**config.mk**
```make
export PLATFORM = sky130hd
export DESIGN_NAME = dnplfc_frame_fsm
export DESIGN_NICKNAME = d
export VERILOG_FILES = /design/src/rtl/dnplfc_pkg.sv /design/src/rtl/dnplfc_frame_fsm.sv
export SDC_FILE = /design/constraint.sdc
export NUM_CORES = 1
export LEC_CHECK = 0
export BUFFER_PORTS_ARGS = -buffer_cell sky130_fd_sc_hd__buf_2
export CAP_MARGIN = 20
export CELL_PAD_IN_SITES_DETAIL_PLACEMENT = 0
export CELL_PAD_IN_SITES_GLOBAL_PLACEMENT = 1
export CORE_MARGIN = 2
export CORE_UTILIZATION = 35
export DETAILED_ROUTE_END_ITERATION = 12
export GPL_ROUTABILITY_DRIVEN = 0
export PLACE_DENSITY = 0.62
export SYNTH_ARGS = -nofsm -noshare
export SYNTH_HDL_FRONTEND = slang
export SYNTH_SLANG_ARGS = --single-unit
export TNS_END_PERCENT = 100
```
**constraint.sdc**
```tcl
create_clock -name clk -period 3.4 [get_ports clk]
set_input_delay 0.51 -clock clk [delete_from_list [all_inputs] [get_ports clk]]
set_output_delay 0.51 -clock clk [all_outputs]
set_load 0.02 [all_outputs]
```
**src/rtl/dnplfc_pkg.sv**
```systemverilog
// shared types, codes and crc function for the dnp3 link frame checker
package dnplfc_pkg;

    localparam int unsigned CFG_IDX_W  = 1;
    localparam int unsigned CFG_DATA_W = 16;

    localparam logic [CFG_IDX_W-1:0] CFG_IDX_EXT_ADDR = 1'd0;
    localparam logic [CFG_IDX_W-1:0] CFG_IDX_ROLE     = 1'd1;

    localparam logic [7:0]  START_BYTE_A   = 8'h05;
    localparam logic [7:0]  START_BYTE_B   = 8'h64;
    localparam logic [7:0]  HEADER_FIELDS  = 8'd5;
    localparam logic [4:0]  DATA_BLOCK_MAX = 5'd16;
    localparam logic [4:0]  HDR_IDX_FIRST  = 5'd3;
    localparam logic [4:0]  HDR_IDX_DST_LO = 5'd4;
    localparam logic [4:0]  HDR_IDX_DST_HI = 5'd5;
    localparam logic [4:0]  HDR_IDX_END    = 5'd8;
    localparam logic [15:0] CRC_POLY_REFL  = 16'hA6BC;

    localparam logic [1:0] ROLE_GATEWAY  = 2'd1;
    localparam logic [1:0] ROLE_TERMINAL = 2'd2;

    localparam logic [1:0] ROUTE_EXTERNAL   = 2'd0;
    localparam logic [1:0] ROUTE_DOWNSTREAM = 2'd1;
    localparam logic [1:0] ROUTE_POWER      = 2'd2;
    localparam logic [1:0] ROUTE_NONE       = 2'd3;

    typedef enum logic [2:0] {
        ERR_NONE  = 3'd0,
        ERR_START = 3'd1,
        ERR_LEN   = 3'd2,
        ERR_CRC   = 3'd3,
        ERR_TRUNC = 3'd4
    } err_t;

    typedef enum logic [2:0] {
        PH_IDLE  = 3'd0,
        PH_SYNC2 = 3'd1,
        PH_LEN   = 3'd2,
        PH_HDR   = 3'd3,
        PH_DATA  = 3'd4,
        PH_CRCLO = 3'd5,
        PH_CRCHI = 3'd6
    } phase_t;

    typedef struct packed {
        logic [7:0] data_byte;
        logic       frame_start;
        logic       data_last;
    } in_item_t;

    typedef struct packed {
        logic        frame_ok;
        logic [2:0]  error_code;
        logic [15:0] dest_address;
        logic [1:0]  route;
        logic [4:0]  block_count;
    } out_item_t;

    // handshake controls between the stages
    typedef struct packed {
        logic item_valid;
        logic advance;
    } stage_ctl_t;

    // reflected dnp crc-16, one byte per call
    function automatic logic [15:0] crc_feed(input logic [15:0] crc, input logic [7:0] b);
        logic [15:0] c;
        c = crc ^ {8'h00, b};
        for (int i = 0; i < 8; i++)
        begin
            if (c[0])
                c = (c >> 1) ^ CRC_POLY_REFL;
            else
                c = c >> 1;
        end
        return c;
    endfunction

endpackage

```
**src/rtl/dnplfc_frame_fsm.sv**
```systemverilog
// frame parser: phase tracking, crc checking and result formation
module dnplfc_frame_fsm (
    input  logic                   clk,
    input  logic                   rst_n,
    input  dnplfc_pkg::stage_ctl_t ctl,
    input  dnplfc_pkg::in_item_t   item,
    input  logic [15:0]            ext_addr,
    input  logic [1:0]             role,
    output logic                   res_valid,
    output dnplfc_pkg::out_item_t  res
);
    import dnplfc_pkg::*;

    phase_t      phase_reg, phase_next;
    logic [4:0]  idx_reg, idx_next;
    logic [7:0]  len_reg, len_next;
    logic [15:0] crc_reg, crc_next;
    logic [7:0]  lo_reg, lo_next;
    logic [15:0] dest_reg, dest_next;
    logic [4:0]  blk_reg, blk_next;
    logic        fin;
    err_t        fin_err;
    logic        check_last;
    logic        step;
    logic [15:0] crc_fed;
    logic [7:0]  b;

    assign step    = ctl.item_valid && ctl.advance;
    assign b       = item.data_byte;
    assign crc_fed = crc_feed(item.frame_start ? 16'h0000 : crc_reg, b);

    // next state
    always_comb
    begin
        phase_next = phase_reg;
        idx_next   = idx_reg;
        len_next   = len_reg;
        crc_next   = crc_reg;
        lo_next    = lo_reg;
        dest_next  = dest_reg;
        blk_next   = blk_reg;
        fin        = 1'b0;
        fin_err    = ERR_NONE;
        check_last = 1'b1;
        if (item.frame_start)
        begin
            crc_next   = 16'h0000;
            lo_next    = 8'h00;
            dest_next  = 16'h0000;
            blk_next   = 5'd0;
            idx_next   = 5'd0;
            len_next   = 8'd0;
            phase_next = PH_SYNC2;
            if (b != START_BYTE_A)
            begin
                fin        = 1'b1;
                fin_err    = ERR_START;
                check_last = 1'b0;
            end
            else
                crc_next = crc_fed;
        end
        else
        begin
            case (phase_reg)
                PH_SYNC2:
                begin
                    if (b != START_BYTE_B)
                    begin
                        fin        = 1'b1;
                        fin_err    = ERR_START;
                        check_last = 1'b0;
                    end
                    else
                    begin
                        crc_next   = crc_fed;
                        phase_next = PH_LEN;
                    end
                end
                PH_LEN:
                begin
                    if (b < HEADER_FIELDS)
                    begin
                        fin        = 1'b1;
                        fin_err    = ERR_LEN;
                        check_last = 1'b0;
                    end
                    else
                    begin
                        crc_next   = crc_fed;
                        len_next   = b - HEADER_FIELDS;
                        idx_next   = HDR_IDX_FIRST;
                        phase_next = PH_HDR;
                    end
                end
                PH_HDR:
                begin
                    crc_next = crc_fed;
                    if (idx_reg == HDR_IDX_DST_LO)
                        dest_next[7:0] = b;
                    else if (idx_reg == HDR_IDX_DST_HI)
                        dest_next[15:8] = b;
                    idx_next = idx_reg + 5'd1;
                    if (idx_next >= HDR_IDX_END)
                        phase_next = PH_CRCLO;
                end
                PH_DATA:
                begin
                    crc_next = crc_fed;
                    idx_next = idx_reg + 5'd1;
                    if (len_reg != 8'd0)
                        len_next = len_reg - 8'd1;
                    if (idx_next >= DATA_BLOCK_MAX || len_next == 8'd0)
                        phase_next = PH_CRCLO;
                end
                PH_CRCLO:
                begin
                    lo_next    = b;
                    phase_next = PH_CRCHI;
                end
                PH_CRCHI:
                begin
                    if ({b, lo_reg} != ~crc_reg)
                    begin
                        fin        = 1'b1;
                        fin_err    = ERR_CRC;
                        check_last = 1'b0;
                    end
                    else
                    begin
                        blk_next = blk_reg + 5'd1;
                        if (len_reg == 8'd0)
                        begin
                            fin        = 1'b1;
                            fin_err    = ERR_NONE;
                            check_last = 1'b0;
                        end
                        else
                        begin
                            crc_next   = 16'h0000;
                            idx_next   = 5'd0;
                            phase_next = PH_DATA;
                        end
                    end
                end
                default:
                begin
                    phase_next = PH_IDLE;
                    check_last = 1'b0;
                end
            endcase
        end
        if (!fin && check_last && item.data_last && phase_next != PH_IDLE)
        begin
            fin     = 1'b1;
            fin_err = ERR_TRUNC;
        end
        if (fin)
            phase_next = PH_IDLE;
    end

    // outputs
    always_comb
    begin
        res_valid        = step && fin;
        res.frame_ok     = (fin_err == ERR_NONE);
        res.error_code   = fin_err;
        res.dest_address = dest_next;
        res.block_count  = blk_next;
        res.route        = ROUTE_NONE;
        if (fin_err == ERR_NONE)
        begin
            if (dest_next == ext_addr)
                res.route = ROUTE_EXTERNAL;
            else if (role == ROLE_GATEWAY)
                res.route = ROUTE_DOWNSTREAM;
            else if (role == ROLE_TERMINAL)
                res.route = ROUTE_POWER;
        end
    end

    always_ff @(posedge clk or negedge rst_n)
    begin
        if (!rst_n)
        begin
            phase_reg <= PH_IDLE;
            idx_reg   <= 5'd0;
            len_reg   <= 8'd0;
            crc_reg   <= 16'h0000;
            lo_reg    <= 8'h00;
            dest_reg  <= 16'h0000;
            blk_reg   <= 5'd0;
        end
        else if (step)
        begin
            phase_reg <= phase_next;
            idx_reg   <= idx_next;
            len_reg   <= len_next;
            crc_reg   <= crc_next;
            lo_reg    <= lo_next;
            dest_reg  <= dest_next;
            blk_reg   <= blk_next;
        end
    end

endmodule

```
==> impl_metrics.json <==
{
  "run_status": "completed",
  "layout-drive-gt1-share_pct": 29.9,
  "antenna_found_initial": 0,
  "tritoncts_clock_tree": "yes",
  "ctsHtreeMaxLevel": 3,
  "timing.max_slew.rel_slack_pct": 34.9,
  "timing_hold_violations_final": 0,
  "synth_top_area_cell": "dfrtp_1",
  "nets_final": 688,
  "numClockSinks": 61,
  "grt_setup_unrepaired": "yes",
  "finalCriticalPeriod_ns": 3.35,
  "synthTopCellsByArea": "dfrtp_1 (31%), xnor2_1 (15%), o21ai_0 (4.1%)",
  "dr_total_vias": 4405,
  "cellLeakagePower_nw": 2.60,
  "end_kind": "output pin",
  "crit_chain": "inv_2 > ha_4 > or4b_4 > or4_4 > o32ai_4 > a211oi_2 > o21a_1 > a211oi_4 > o21ai_1 > buf_4",
  "global_route.usage.total_pct": 21.0,
  "place_hpwl_mm": 10.5,
  "power.ir.vdd_worst_mv": 0.221,
  "crit_path_top_delay_cell": "or4_4",
  "yosysWarningCount": 0,
  "mapped_cells": 555,
  "postSynthRegisterBits": 61,
  "grt_pass1_wl_mm": 23.9,
  "cts.clk_slew.worst_paths_ns": 0.05,
  "floorplan.core_area_um2": 13800,
  "area_growth_synth_to_finish_pct": 26.5,
  "final_core_util_pct": 45.2,
  "grt_max_degree": 27,
  "initial_drt_pass_iterations": 4,
  "setup_total_negative_slack_ns": 0,
  "clock_skews_ns": 0.00884,
  "critical-path-top-delay-family": "simple AND/OR/NAND/NOR gates",
  "wl_per_cell_um": 17.8,
  "worstSetupStartpoint": "len_reg[0]$_DFFE_PN0P_",
  "critical_path_buf_inv_count": 2,
  "critPathMaxStageDelay_ns": 0.47,
  "synth_cell_types": 67,
  "endpoint": "res[5]",
  "cell_area_after_layout_um2": 6220,
  "post-route-drc-count": 0,
  "wirelength_mm": 14.8,
  "io_pins": 60,
  "multi_input_comb_area_um2": 3300,
  "maximum_clock_path_buffer_count": 2,
  "setup.worst_path.class": "reg2out",
  "synth_area_per_cell_um2": 8.86,
  "worst_skew_pair.late_latency_ns": 0.35,
  "worst-endpoint-required_ns": 2.89,
  "rrSetupSlack_ns": 0.08,
  "timing.final.setup_violations": 0,
  "worst_slew_pin_slew_ns": 0.970,
  "die_w_um": 123,
  "synth_top_flop_cell": "dfrtp_1",
  "overflow": 0,
  "drtIter0Drc": 261,
  "power_density_nw_per_um2": 601,
  "vias_per_cell": 5.29,
  "r2r_cells": 23,
  "synth_async_sr_flop_share_pct": 100,
  "cp.arrival_ns": 2.84,
  "final.fill_count": 1397,
  "synth_nets": 596,
  "clk_root_buffer_cell": "clkbuf_16",
  "final_max_slew_viol_count": 0,
  "synthTopCellsByCount": "xnor2_1 (82), dfrtp_1 (61), o21ai_0 (40)",
  "dpl-instance-area_um2": 5550,
  "floorplan_die_height_um": 123,
  "post-synth-top-area-fraction_pct": 31.1,
  "most_frequent_cell_after_synthesis": "xnor2_1",
  "cp.depth": 10,
  "initial_utilization_pct": 35.7,
  "post_synth_instance_area_um2": 4920,
  "maxClockFrequency_mhz": 299,
  "cts-buffers-inserted": 9,
  "antenna_violating_nets_post_route": 0,
  "synth_sequential_area_ratio_pct": 31.1,
  "final-seq-area_um2": 1530,
  "portBuffers": 59,
  "rows": 43,
  "regToRegStartpoint": "len_reg[0]$_DFFE_PN0P_",
  "cp_max_fo": 3,
  "worst_r2r_endpoint": "phase_reg[0]$_DFFE_PN0P_",
  "grt_pass1_vias": 4333,
  "die_area_um2": 15000,
  "diodes": 0,
  "final.period_utilization_pct": 98.4,
  "synth-edff-count": 0,
  "hold_class": "in2async",
  "startpoint_kind_of_the_worst_setup_timing_path": "flip-flop",
  "drv.max_cap_violation_count": 0
}
[metal layers]
| layer | up-vias | share of wire, % | GRT usage [%] |
|---|---|---|---|
| met1 | 2119 | 47 | 29.2 |
| met3 | 20 | 4.9 | 3.86 |
| li1 | 2152 | - | - |
| met2 | 114 | 46 | 33.0 |
| met5 | - | 0 | 0 |
| met4 | 0 | 2.0 | 6.82 |
[what timing repair did]
item	CTS	global route
hold buffers	0	0
resized for setup	22	16
setup buffers	19	5
pin swaps	5	9
endpoints found under the setup margin	3	8
[layout make-up]
class | instances | area share (%)
multi-input combinational | 442 | 53.0
clock inverter | 7 | 1.97
clock buffer | 9 | 3.62
tap | 180 | 3.62
sequential | 61 | 24.6
timing repair buffer | 124 | 12.7
inverter | 9 | 0.543
[placed cells by master, fill, tap and decap left out, drive strengths merged, types with 12 or more instances in the layout]
cell type  count
a21oi         30
a22o          14
buf          124
dfrtp         61
mux2          16
nand2         36
nand2b        14
nand4         15
nor2          36
nor3          12
o21ai         45
o31ai         17
xnor2         84
xor2          17
[cells by family (layout without fill, tap and decap cells)]
logic type               after synthesis  count (layout)  synth area share, %
buffers and inverters                 52             149                 4.68
adder cells (fa/ha/maj)                9               9                 2.29
AND/OR/NAND/NOR                      168             168                 18.3
multiplexers                          18              18                 4.07
XOR/XNOR                             106             106                 20.8
AO/OA/AOI/OAI                        141             141                 18.9
flip-flops                            61              61                 31.1
[power breakdown]
group          leakage, nW  total [mW]  switching (mW)  internal [mW]
clock                0.162        1.08           0.365          0.719
combinational         1.61        1.71           0.847          0.864
sequential           0.825       0.944           0.121          0.822
[per-stage QoR]
stage	cells	hold WS [ns]	worst slack [ns]	power (mW)
4_1_cts	827	0.235	-0.0107	3.71
3_5_place_dp	792	0.489	0.0897	2.53
6_report	832	0.205	0.0540	3.74
5_1_grt	832	0.258	-0.0397	3.96
2_1_floorplan	555	0.214	-0.0216	2.18
3_3_place_gp	792	0.482	0.104	2.53
[worst min-delay path by stage]
stage                             start                       end  slack [ns]  cells past startpoint
6_report                          rst_n    idx_reg[3]$_DFFE_PN0P_        0.20                      1
5_1_grt                           rst_n    crc_reg[1]$_DFFE_PN0P_        0.26                      1
4_1_cts                           rst_n    crc_reg[1]$_DFFE_PN0P_        0.23                      1
3_5_place_dp   dest_reg[13]$_DFFE_PN0P_  dest_reg[13]$_DFFE_PN0P_        0.49                      1
3_3_place_gp   dest_reg[15]$_DFFE_PN0P_  dest_reg[15]$_DFFE_PN0P_        0.48                      1
2_1_floorplan                     rst_n    blk_reg[0]$_DFFE_PN0P_        0.21                      0
No activity file was read; power rests on OpenSTA's default activity.
